===== src/sv/nmea_pkg.sv =====
// Package for the NMEA sentence field extractor.
// Holds the parser state type, header and character constants and the digit pair decode.
// No dependencies.
package nmea_pkg;

    typedef enum logic [2:0] {
        ST_IDLE      = 3'd0,
        ST_HEADER    = 3'd1,
        ST_HDR_OK    = 3'd2,
        ST_TIME_DONE = 3'd3,
        ST_FIX_NEXT  = 3'd4,
        ST_DATE_WAIT = 3'd5,
        ST_DATE      = 3'd6,
        ST_SATS      = 3'd7
    } t_parse_state;

    typedef enum logic [1:0] {
        FIX_NONE   = 2'd0,
        FIX_VOID   = 2'd1,
        FIX_ACTIVE = 2'd2
    } t_fix_flag;

    localparam logic [2:0] HDR_LEN     = 3'd7;
    localparam logic [2:0] DT_LEN      = 3'd6;
    localparam logic [2:0] SAT_LEN     = 3'd2;
    localparam logic [2:0] DATE_COMMAS = 3'd7;
    localparam logic [2:0] SAT_COMMAS  = 3'd2;

    localparam logic [7:0] CHAR_DOLLAR = 8'h24;
    localparam logic [7:0] CHAR_COMMA  = 8'h2C;
    localparam logic [7:0] CHAR_A      = 8'h41;
    localparam logic [7:0] CHAR_V      = 8'h56;

    localparam logic [7:0] HDR_GSV [0:6] = '{8'h24, 8'h47, 8'h50, 8'h47, 8'h53, 8'h56, 8'h2C};
    localparam logic [7:0] HDR_RMC [0:6] = '{8'h24, 8'h47, 8'h50, 8'h52, 8'h4D, 8'h43, 8'h2C};

    // For two ASCII decimal digits, returns (hi - '0') * 10 + (lo - '0').
    function automatic logic [7:0] two_digits(input logic [7:0] hi, input logic [7:0] lo);
        logic [7:0] v;
        v = {hi[4:0], 3'b000} + {hi[6:0], 1'b0} + lo - 8'd16;
        return v;
    endfunction

endpackage


===== src/sv/nmea_rmc_gsv_field_extractor_core.sv =====
// Top level of the NMEA sentence field extractor: byte parser and result register.
// Depends on nmea_pkg.
//
// Channel   Direction  Handshake                  Payload
// input     in         i_in_valid / o_in_ready    i_rx_byte
// result    out        o_out_valid / i_out_ready  o_sentence_kind, date, time, o_satellites_in_view,
//                                                 o_fix_seen, o_fix_active
//
// One byte is taken per cycle while o_in_ready is high; each byte is parsed in the cycle of its transfer.
// A result is written to the output register by the clock edge that takes the byte that completes it.
// The input is stalled only while a result is held and the output side is not ready.
// Reset returns the parser to idle and clears the satellite count and fix flag.
module nmea_rmc_gsv_field_extractor_core
    import nmea_pkg::*;
(
    input  logic       i_clk,
    input  logic       i_rst_n,
    input  logic       i_in_valid,
    output logic       o_in_ready,
    input  logic [7:0] i_rx_byte,
    output logic       o_out_valid,
    input  logic       i_out_ready,
    output logic       o_sentence_kind,
    output logic [7:0] o_day,
    output logic [7:0] o_month,
    output logic [7:0] o_year_in_century,
    output logic [7:0] o_hour,
    output logic [7:0] o_minute,
    output logic [7:0] o_second,
    output logic [7:0] o_satellites_in_view,
    output logic       o_fix_seen,
    output logic       o_fix_active
);

    t_parse_state r_state, n_state;
    logic         r_type, n_type;
    logic [2:0]   r_count, n_count;
    logic         r_gsv_match, n_gsv_match;
    logic         r_rmc_match, n_rmc_match;
    t_fix_flag    r_fix, n_fix;
    logic [7:0]   r_sat_count, n_sat_count;

    logic [7:0]   r_time [0:5];
    logic [7:0]   r_date [0:4];
    logic [7:0]   r_sat_hi;

    logic         r_out_valid;
    logic         r_kind;
    logic [7:0]   r_day, r_month, r_year, r_hour, r_minute, r_second, r_sats;
    logic         r_fix_seen, r_fix_active;

    logic         w_accept;
    logic         w_emit;
    logic         w_kind;
    logic [7:0]   w_day, w_month, w_year, w_hour, w_minute, w_second;
    logic [2:0]   w_count_inc;
    logic [7:0]   w_c;

    assign w_c         = i_rx_byte;
    assign o_in_ready  = !r_out_valid || i_out_ready;
    assign w_accept    = i_in_valid && o_in_ready;
    assign w_count_inc = r_count + 3'd1;

    always_comb begin
        n_state     = r_state;
        n_type      = r_type;
        n_count     = r_count;
        n_gsv_match = r_gsv_match;
        n_rmc_match = r_rmc_match;
        unique case (r_state)
            ST_IDLE: begin
                if (w_c == CHAR_DOLLAR) begin
                    n_count     = w_count_inc;
                    n_gsv_match = 1'b1;
                    n_rmc_match = 1'b1;
                    n_state     = ST_HEADER;
                end
            end
            ST_HEADER: begin
                n_gsv_match = r_gsv_match && (w_c == HDR_GSV[r_count]);
                n_rmc_match = r_rmc_match && (w_c == HDR_RMC[r_count]);
                n_count     = w_count_inc;
                if (w_count_inc >= HDR_LEN) begin
                    n_count = 3'd0;
                    if (n_gsv_match) begin
                        n_state = ST_HDR_OK;
                        n_type  = 1'b1;
                    end else if (n_rmc_match) begin
                        n_state = ST_HDR_OK;
                        n_type  = 1'b0;
                    end else begin
                        n_state = ST_IDLE;
                    end
                end
            end
            ST_HDR_OK: begin
                if (!r_type) begin
                    n_count = w_count_inc;
                    if (w_count_inc >= DT_LEN) begin
                        n_state = ST_TIME_DONE;
                        n_count = 3'd0;
                    end
                end else if (w_c == CHAR_COMMA) begin
                    n_count = w_count_inc;
                    if (w_count_inc >= SAT_COMMAS) begin
                        n_state = ST_SATS;
                        n_count = 3'd0;
                    end
                end
            end
            ST_TIME_DONE: begin
                if (w_c == CHAR_COMMA) begin
                    n_state = ST_FIX_NEXT;
                end
            end
            ST_FIX_NEXT: begin
                if (w_c == CHAR_A || w_c == CHAR_V) begin
                    n_state = ST_DATE_WAIT;
                end else begin
                    n_state = ST_IDLE;
                end
            end
            ST_DATE_WAIT: begin
                if (w_c == CHAR_COMMA) begin
                    n_count = w_count_inc;
                    if (w_count_inc >= DATE_COMMAS) begin
                        n_state = ST_DATE;
                        n_count = 3'd0;
                    end
                end
            end
            ST_DATE: begin
                n_count = w_count_inc;
                if (w_count_inc >= DT_LEN) begin
                    n_state = ST_IDLE;
                    n_count = 3'd0;
                end
            end
            ST_SATS: begin
                n_count = w_count_inc;
                if (w_count_inc >= SAT_LEN) begin
                    n_state = ST_IDLE;
                    n_count = 3'd0;
                end
            end
            default: begin
                n_state = ST_IDLE;
            end
        endcase
    end

    always_comb begin
        n_fix       = r_fix;
        n_sat_count = r_sat_count;
        w_emit      = 1'b0;
        w_kind      = 1'b0;
        w_day       = 8'd0;
        w_month     = 8'd0;
        w_year      = 8'd0;
        w_hour      = 8'd0;
        w_minute    = 8'd0;
        w_second    = 8'd0;
        unique case (r_state)
            ST_FIX_NEXT: begin
                if (w_c == CHAR_A) begin
                    n_fix = FIX_ACTIVE;
                end else if (w_c == CHAR_V) begin
                    n_fix = FIX_VOID;
                end
            end
            ST_DATE: begin
                if (w_count_inc >= DT_LEN) begin
                    w_emit   = 1'b1;
                    w_day    = two_digits(r_date[0], r_date[1]);
                    w_month  = two_digits(r_date[2], r_date[3]);
                    w_year   = two_digits(r_date[4], w_c);
                    w_hour   = two_digits(r_time[0], r_time[1]);
                    w_minute = two_digits(r_time[2], r_time[3]);
                    w_second = two_digits(r_time[4], r_time[5]);
                end
            end
            ST_SATS: begin
                if (w_count_inc >= SAT_LEN) begin
                    w_emit      = 1'b1;
                    w_kind      = 1'b1;
                    n_sat_count = two_digits(r_sat_hi, w_c);
                end
            end
            default: begin
            end
        endcase
    end

    always_ff @(posedge i_clk) begin
        if (!i_rst_n) begin
            r_state     <= ST_IDLE;
            r_type      <= 1'b0;
            r_count     <= 3'd0;
            r_gsv_match <= 1'b0;
            r_rmc_match <= 1'b0;
            r_fix       <= FIX_NONE;
            r_sat_count <= 8'd0;
        end else if (w_accept) begin
            r_state     <= n_state;
            r_type      <= n_type;
            r_count     <= n_count;
            r_gsv_match <= n_gsv_match;
            r_rmc_match <= n_rmc_match;
            r_fix       <= n_fix;
            r_sat_count <= n_sat_count;
        end
    end

    always_ff @(posedge i_clk) begin
        if (w_accept) begin
            if (r_state == ST_HDR_OK && !r_type && r_count < DT_LEN) begin
                r_time[r_count] <= w_c;
            end
            if (r_state == ST_DATE && r_count < 3'd5) begin
                r_date[r_count] <= w_c;
            end
            if (r_state == ST_SATS && r_count == 3'd0) begin
                r_sat_hi <= w_c;
            end
        end
    end

    always_ff @(posedge i_clk) begin
        if (!i_rst_n) begin
            r_out_valid <= 1'b0;
        end else if (w_accept && w_emit) begin
            r_out_valid <= 1'b1;
        end else if (i_out_ready) begin
            r_out_valid <= 1'b0;
        end
    end

    always_ff @(posedge i_clk) begin
        if (w_accept && w_emit) begin
            r_kind       <= w_kind;
            r_day        <= w_day;
            r_month      <= w_month;
            r_year       <= w_year;
            r_hour       <= w_hour;
            r_minute     <= w_minute;
            r_second     <= w_second;
            r_sats       <= n_sat_count;
            r_fix_seen   <= (r_fix != FIX_NONE);
            r_fix_active <= (r_fix == FIX_ACTIVE);
        end
    end

    assign o_out_valid          = r_out_valid;
    assign o_sentence_kind      = r_kind;
    assign o_day                = r_day;
    assign o_month              = r_month;
    assign o_year_in_century    = r_year;
    assign o_hour               = r_hour;
    assign o_minute             = r_minute;
    assign o_second             = r_second;
    assign o_satellites_in_view = r_sats;
    assign o_fix_seen           = r_fix_seen;
    assign o_fix_active         = r_fix_active;

endmodule

===== config.mk =====
export PLATFORM = sky130hd
export DESIGN_NAME = nmea_rmc_gsv_field_extractor_core
export DESIGN_NICKNAME = d
export VERILOG_FILES = /design/src/sv/nmea_pkg.sv /design/src/sv/nmea_rmc_gsv_field_extractor_core.sv
export SDC_FILE = /design/constraint.sdc
export NUM_CORES = 1
export LEC_CHECK = 0
export ABC_AREA = 1
export BUFFER_PORTS_ARGS = -buffer_cell sky130_fd_sc_hd__buf_2
export CAP_MARGIN = 20
export CELL_PAD_IN_SITES_DETAIL_PLACEMENT = 1
export CELL_PAD_IN_SITES_GLOBAL_PLACEMENT = 2
export CORE_MARGIN = 2
export CORE_UTILIZATION = 34
export CTS_CLUSTER_DIAMETER = 200
export CTS_CLUSTER_SIZE = 28
export DETAILED_ROUTE_END_ITERATION = 10
export GPL_TIMING_DRIVEN = 0
export PLACE_DENSITY_LB_ADDON = 0.25
export SETUP_SLACK_MARGIN = 0.3
export SYNTH_ARGS = -nofsm -noshare
export SYNTH_HDL_FRONTEND = slang
export SYNTH_SLANG_ARGS = --single-unit

===== constraint.sdc =====
create_clock -name i_clk -period 4.35 [get_ports i_clk]
set_input_delay 0.2175 -clock i_clk [delete_from_list [all_inputs] [get_ports i_clk]]
set_output_delay 0.2175 -clock i_clk [all_outputs]
set_load 0.02 [all_outputs]

## Yosys cells after proc, flatten, opt, wreduce, memory -nomap -nowiden

Memory sizes are Yosys's and may differ from the RTL's.
Index checks and enable logic that the tools add are counted.

- Output and inout port bits: 61
- Memory bits (writable): 88
- Memories kept: 4
- Logic and storage cells: 150
- ROM bits: 128
- Bits of input ports: 12
- Flip-flop bits (word level): 86

- Eq/ne operators: 24
- Reduce and logical (&&, ||, !) cells: 27
- Bitwise logic cells: 1
- Muxes and demuxes: 47
- Add/subtract/negate cells: 22
- Magnitude comparators: 6

Memory list:

| name | words | bits a word | rd ports | clocked after memory_dff | write ports | line | text |
|---|---|---|---|---|---|---|---|
| (name not given) | 8 | 8 | 1 | 0 | 0 | nmea_rmc_gsv_field_extractor_core.sv:81 | `n_rmc_match = r_rmc_match && (w_c == HDR_RMC[r_count]);` |
| (name not given) | 8 | 8 | 1 | 0 | 0 | nmea_rmc_gsv_field_extractor_core.sv:80 | `n_gsv_match = r_gsv_match && (w_c == HDR_GSV[r_count]);` |
| r_time | 6 | 8 | 6 | 0 | 1 | nmea_rmc_gsv_field_extractor_core.sv:43 | `logic [7:0] r_time [0:5];` |
| r_date | 5 | 8 | 5 | 0 | 1 | nmea_rmc_gsv_field_extractor_core.sv:44 | `logic [7:0] r_date [0:4];` |

Operator list:

| kind | count |
|---|---|
| $add 8x8->8 | 14 |
| $mux 3 | 19 |
| $sub 8x5->8 const B | 7 |
| $mux 8 | 6 |
| $pmux 3 s8 | 1 |
| $pmux 3 s6 | 1 |
| $eq 8x6->1 const B | 2 |
| $eq 8x7->1 const B | 2 |
| $eq 8x8->1 | 2 |
| $ne 2x2->1 const B | 7 |
| $mux 1 | 13 |
| $eq 3x3->1 const B | 4 |
| $reduce_and 11->1 | 1 |
| $reduce_bool 2->1 | 5 |
| $ne 3x3->1 const B | 3 |
| $logic_and 1x1->1 | 8 |
| $mux 2 | 4 |
| $eq 3x2->1 const B | 2 |
| $ge 3x3->1 const B | 2 |
| $logic_not 3->1 | 2 |
| $lt 3x3->1 const B | 2 |
| $pmux 1 s2 | 3 |
| $reduce_and 3->1 | 2 |
| $reduce_bool 6->1 | 1 |
| other kinds (11) | 14 |

## Longest topological paths before layout

- Depth after elaboration: 10
- Mapped depth: 15
- Gate-level depth less buffers: 15

## Least setup slack after synthesis

Ideal clock, no wire load.

- Path type: flip-flop to flip-flop
- From: register r_count[1]
- To: register r_day[0], in the netlist o_day[0], enable pin
- Data required time: 3.912 ns
- Clock period less this slack: 3.587 ns
- Cell stages (with the launch flop): 9
- Buffers on the path: 0
- Library setup time: 0.438 ns
- Path slack: 0.763 ns
- Arrival: 3.148 ns
- Path through: dfxtp_1 -> inv_1 -> ha_1 -> inv_1 -> nand2_1 -> nand2_1 -> nor2_4 -> inv_2 -> a21oi_2

- Cells in the longest elaborated chain, start to end: 5
- Elaborated cells on any way between the ends: 7
- Classes of those cells: add/sub: 1; order compare: 2; mux: 3; reduce/logical: 1

RTL lines:

| item | line | text |
|---|---|---|
| start, declared | nmea_rmc_gsv_field_extractor_core.sv:37 | `logic [2:0] r_count, n_count;` |
| start signal, assigned | nmea_rmc_gsv_field_extractor_core.sv:206 | `r_count <= n_count;` |
| $add 3x1->3 (*) | nmea_rmc_gsv_field_extractor_core.sv:62 | `assign w_count_inc = r_count + 3'd1;` |
| $ge 3x2->1 or $ge 3x3->1 (tied branches) | nmea_rmc_gsv_field_extractor_core.sv:183, nmea_rmc_gsv_field_extractor_core.sv:172 |  |
| $mux 1 (on tied branches) | nmea_rmc_gsv_field_extractor_core.sv:183, nmea_rmc_gsv_field_extractor_core.sv:172 |  |
| $pmux 1 s2 (*) | nmea_rmc_gsv_field_extractor_core.sv:163 | `unique case (r_state)` |
| $logic_and 1x1->1 (*) | nmea_rmc_gsv_field_extractor_core.sv:239 | `if (w_accept && w_emit) begin` |
| end signal, assigned | nmea_rmc_gsv_field_extractor_core.sv:241 | `r_day <= w_day;` |
| end, declared | nmea_rmc_gsv_field_extractor_core.sv:49 | `logic [7:0] r_day, r_month, r_year, r_hour, r_minute, r_second, r_sats;` |

Every way passes the cells marked *; elsewhere a longest branch is shown, timed or not.
A chain may end at the register's enable or synchronous reset.

## Final worst setup path

- From: input port i_rx_byte[3]
- To: register r_year[7], in the netlist o_year_in_century[7], data pin

- Cells in the longest elaborated chain, start to end: 2

RTL lines:

| item | line | text |
|---|---|---|
| start, declared | nmea_rmc_gsv_field_extractor_core.sv:20 | `input logic [7:0] i_rx_byte,` |
| $add 8x8->8 | nmea_pkg.sv:40 | `v = {hi[4:0], 3'b000} + {hi[6:0], 1'b0} + lo - 8'd16;` |
| $sub 8x5->8 | nmea_pkg.sv:40 |  |
| end signal, assigned | nmea_rmc_gsv_field_extractor_core.sv:243 | `r_year <= w_year;` |
| end, declared | nmea_rmc_gsv_field_extractor_core.sv:49 |  |

No other way between the ends.

==> impl_metrics.prom <==
# TYPE chip_impl_metric gauge
chip_impl_info{name="result_of_the_run",value="completed"} 1
chip_impl_metric{name="area.growth.synth_to_final",unit="%"} 15.1
chip_impl_metric{name="violation_count_after_the_first_detailed_routing_iteration",unit=""} 205
chip_impl_metric{name="asyncSetResetFlopFracSynth",unit=""} 0
chip_impl_metric{name="cts.reportedPaths.clkPinSlew",unit="ns"} 0.07
chip_impl_metric{name="placement_rows",unit=""} 60
chip_impl_metric{name="crit_arrival",unit="ns"} 3.31
chip_impl_metric{name="fin_skew",unit="ns"} 0.0101
chip_impl_metric{name="globalRoute.totalOverflow",unit=""} 0
chip_impl_metric{name="tritoncts_buffers",unit=""} 17
chip_impl_metric{name="height_of_the_die",unit="µm"} 169
chip_impl_metric{name="wl_met2",unit="mm"} 10.2
chip_impl_metric{name="number_of_flops_mapped_to_enable_cells_by_yosys",unit=""} 148
chip_impl_metric{name="fmax",unit="MHz"} 317
chip_impl_metric{name="detail_route.drc_violations",unit=""} 0
chip_impl_metric{name="io_pins",unit=""} 73
chip_impl_info{name="min_path_type",value="in2reg"} 1
chip_impl_metric{name="final.setup.worst_slack",unit="ns"} 1.20
chip_impl_info{name="worstSetupPathType",value="in2reg"} 1
chip_impl_metric{name="maximum_number_of_pins_on_one_net_before_global_route_repair",unit=""} 30
chip_impl_metric{name="max-clock-path-buffers",unit=""} 2
chip_impl_metric{name="first_global_vias",unit=""} 6397
chip_impl_metric{name="power.leakage",unit="nW"} 4.90
chip_impl_metric{name="postPlaceCellArea",unit="µm²"} 10100
chip_impl_metric{name="routed_wl",unit="mm"} 20.8
chip_impl_metric{name="final.setup.tns",unit="ns"} 0
chip_impl_metric{name="synthDistinctLibCells",unit=""} 35
chip_impl_metric{name="dp_worst_setup_slack",unit="ns"} 0.699
chip_impl_metric{name="cts_hold_buffers",unit=""} 0
chip_impl_metric{name="final_nets",unit=""} 1103
chip_impl_metric{name="vias_per_cell",unit=""} 4.55
chip_impl_info{name="top_layer",value="met4"} 1
chip_impl_metric{name="final_period_minus_worst_setup_slack",unit="ns"} 3.15
chip_impl_metric{name="wl_per_cell",unit="µm"} 15.7
chip_impl_info{name="cts_tree",value="yes"} 1
chip_impl_metric{name="start_util",unit=""} 0.346
chip_impl_metric{name="final-hold-violation-count",unit=""} 0
chip_impl_metric{name="cts.htree.levels",unit=""} 4
chip_impl_metric{name="synthesis.area_per_instance",unit="µm²"} 10.6
chip_impl_metric{name="cp_data_required_time",unit="ns"} 4.51
chip_impl_info{name="netlist_top_cells_area",value="sky130_fd_sc_hd__edfxtp_1, sky130_fd_sc_hd__ha_1, sky130_fd_sc_hd__inv_1"} 1
chip_impl_metric{name="summed_instance_area_of_the_synthesized_netlist",unit="µm²"} 9290
chip_impl_metric{name="detail_route_met3_wl",unit="µm"} 403
chip_impl_metric{name="standard_cell_core_area",unit="µm²"} 26900
chip_impl_metric{name="finalMaxSlewViolations",unit=""} 0
chip_impl_info{name="critical_path.endpoint_type",value="flip-flop"} 1
chip_impl_metric{name="worst_slew_margin_rel",unit=""} 0.314
chip_impl_metric{name="drt_pass1_iterations",unit=""} 4
chip_impl_metric{name="count_of_buffers_from_port_buffering",unit=""} 72
chip_impl_metric{name="final-setup-viol-count",unit=""} 0
chip_impl_info{name="grt_setup_unrepaired",value="no"} 1
chip_impl_metric{name="antenna_violations_before_repair",unit=""} 1
chip_impl_metric{name="postSynthRegisterBits",unit=""} 168
chip_impl_metric{name="antenna_violating_nets_post_route",unit=""} 0
chip_impl_metric{name="post-cts-setup-buffer-count",unit=""} 0
chip_impl_metric{name="crit_fanout",unit=""} 16
chip_impl_metric{name="place_hpwl",unit="mm"} 15.2
chip_impl_metric{name="irDropWorstVdd",unit="mV"} 0.248
chip_impl_info{name="postSynth.topFlopCell",value="sky130_fd_sc_hd__edfxtp_1"} 1
chip_impl_metric{name="final_core_util",unit=""} 0.398
chip_impl_metric{name="ys_seq_area_frac",unit=""} 0.521
chip_impl_info{name="clock-root-buffer",value="sky130_fd_sc_hd__clkbuf_16"} 1
chip_impl_metric{name="global_route.usage.total",unit=""} 0.153
chip_impl_info{name="yosysMostFrequentCell",value="sky130_fd_sc_hd__inv_1"} 1
chip_impl_metric{name="syn-num-nets",unit=""} 1007
chip_impl_metric{name="area_enclosed_by_the_die_boundary",unit="µm²"} 28700
chip_impl_metric{name="min_period_over_period",unit=""} 0.724
chip_impl_info{name="ys_top_cells_by_count",value="sky130_fd_sc_hd__inv_1, sky130_fd_sc_hd__edfxtp_1, sky130_fd_sc_hd__nand2_1"} 1
chip_impl_metric{name="finalWeightedCongestion",unit=""} 0.769
chip_impl_info{name="critical_path.startpoint_type",value="input port"} 1
chip_impl_metric{name="worst_hold_slack",unit="ns"} 0.0996
chip_impl_metric{name="p_per_area",unit="nW/µm²"} 340
chip_impl_metric{name="final_design_area_no_fill",unit="µm²"} 10700
chip_impl_metric{name="routed-via-count",unit=""} 6037
chip_impl_metric{name="maxCapViolCount",unit=""} 0
chip_impl_metric{name="synth_cells",unit=""} 876
chip_impl_metric{name="wl_met1",unit="mm"} 9.96
chip_impl_metric{name="global_route_wire_length_before_repair",unit="mm"} 33.5
chip_impl_metric{name="timing_worst_slew_pin_value",unit="ns"} 1.02
chip_impl_metric{name="clkSinkCount",unit=""} 168
chip_impl_metric{name="ys_warn_count",unit=""} 0
chip_impl_metric{name="cells_resized_by_post_cts_repair",unit=""} 0
chip_impl_metric{name="post-synth-top-area-fraction",unit=""} 0.478
chip_impl_metric{name="diodes",unit=""} 0
chip_impl_metric{name="layout-drive-gt1-share",unit=""} 0.140
chip_impl_info{name="synth_area_leader_cell",value="sky130_fd_sc_hd__edfxtp_1"} 1
chip_impl_metric{name="chip_width",unit="µm"} 169
chip_impl_metric{name="clock_insertion_delay_worst_skew",unit="ns"} 0.43
## critical path, cell delays in order
cell and delay, ns:
sky130_fd_sc_hd__buf_2 0.39, sky130_fd_sc_hd__inv_1 0.32, sky130_fd_sc_hd__fa_1 0.60, sky130_fd_sc_hd__inv_1 0.04, sky130_fd_sc_hd__ha_1 0.29, sky130_fd_sc_hd__ha_1 0.23
sky130_fd_sc_hd__fa_1 0.41, sky130_fd_sc_hd__a21oi_1 0.15, sky130_fd_sc_hd__nor2_1 0.05, sky130_fd_sc_hd__nor2_1 0.12, sky130_fd_sc_hd__xor2_1 0.22, sky130_fd_sc_hd__xor2_1 0.17
sky130_fd_sc_hd__nor2_1 0.08
## flip-flops by register name, indices dropped and copies added, names as in the netlist, 2 cells and up
name,count
r_fix,2
o_day,8
o_minute,8
o_satellites_in_view,8
r_state,3
r_date,37
r_time,45
o_year_in_century,8
r_sat_count,8
r_count,3
o_month,8
o_hour,8
o_second,8
r_sat_hi,7
## logic make-up (layout without fill, tap and decap cells)
kind of cell | Yosys count | count (layout) | share of synthesized area
AND/OR/NAND/NOR | 273 | 273 | 0.126
buffers and inverters | 205 | 314 | 0.0866
flip-flops | 168 | 168 | 0.521
adder cells (fa/ha/maj) | 119 | 119 | 0.189
AO/OA/AOI/OAI | 73 | 73 | 0.0421
XOR/XNOR | 38 | 38 | 0.0358
## cells in the final DEF, fill, tap and decap left out, types with 5 or more instances in the layout
master,netlist,routed
sky130_fd_sc_hd__inv_1,187,187
sky130_fd_sc_hd__edfxtp_1,148,148
sky130_fd_sc_hd__nand2_1,121,121
sky130_fd_sc_hd__nor2_1,90,90
sky130_fd_sc_hd__ha_1,84,84
sky130_fd_sc_hd__buf_2,5,79
sky130_fd_sc_hd__a21oi_1,35,35
sky130_fd_sc_hd__fa_1,35,35
sky130_fd_sc_hd__nand3_1,30,30
sky130_fd_sc_hd__o21ai_0,22,22
sky130_fd_sc_hd__dfxtp_1,20,20
sky130_fd_sc_hd__xnor2_1,19,19
sky130_fd_sc_hd__xor2_1,19,19
sky130_fd_sc_hd__clkbuf_16,0,17
sky130_fd_sc_hd__nor3_1,9,9
sky130_fd_sc_hd__o21ai_1,6,6
sky130_fd_sc_hd__a21o_1,6,6
sky130_fd_sc_hd__inv_2,5,5
sky130_fd_sc_hd__nand3_2,5,5
## cell type report
| type | count | area, µm² |
|---|---|---|
| inverter | 194 | 731 |
| sequential | 168 | 4840 |
| clock buffer | 18 | 429 |
| multi-input combinational | 503 | 3650 |
| clock inverter | 14 | 124 |
| fill | 3032 | 16200 |
| buffer | 11 | 73.8 |
| timing repair buffer | 77 | 418 |
| tap | 341 | 427 |
## per-stage QoR
stage / instances / power, mW
after global placement: 1289 / 2.22
after CTS: 1325 / 3.69
after floorplan: 876 / 2.11
final: 1326 / 3.64
after detailed placement: 1293 / 2.23
after global routing: 1326 / 3.81
## power breakdown
| part | switching [mW] | total, mW | internal [mW] |
|---|---|---|---|
| Combinational | 0.260 | 0.398 | 0.138 |
| Clock | 0.662 | 1.45 | 0.793 |
| Sequential | 0.0203 | 1.79 | 1.77 |
| Total | 0.942 | 3.64 | 2.70 |
## worst paths after layout
check | cells past startpoint | startpoint | slack [ns] | end
max | 13 | i_rx_byte[3] | 1.20 | o_year_in_century[7]
min | 4 | i_out_ready | 0.1 | o_out_valid
max reg2reg | 9 | r_count[1] | 1.34 | o_year_in_century[6]
min reg2reg | 2 | r_fix[1] | 0.47 | r_fix[1]
## per-layer routing
| layer | vias up | GRT usage |
|---|---|---|
| li1 | 3000 | - |
| met1 | 2958 | 0.197 |
| met2 | 65 | 0.268 |
| met3 | 14 | 0.0245 |
| met4 | 0 | 0.0431 |
| met5 | - | 0 |
(Power assumes the default switching activity.)
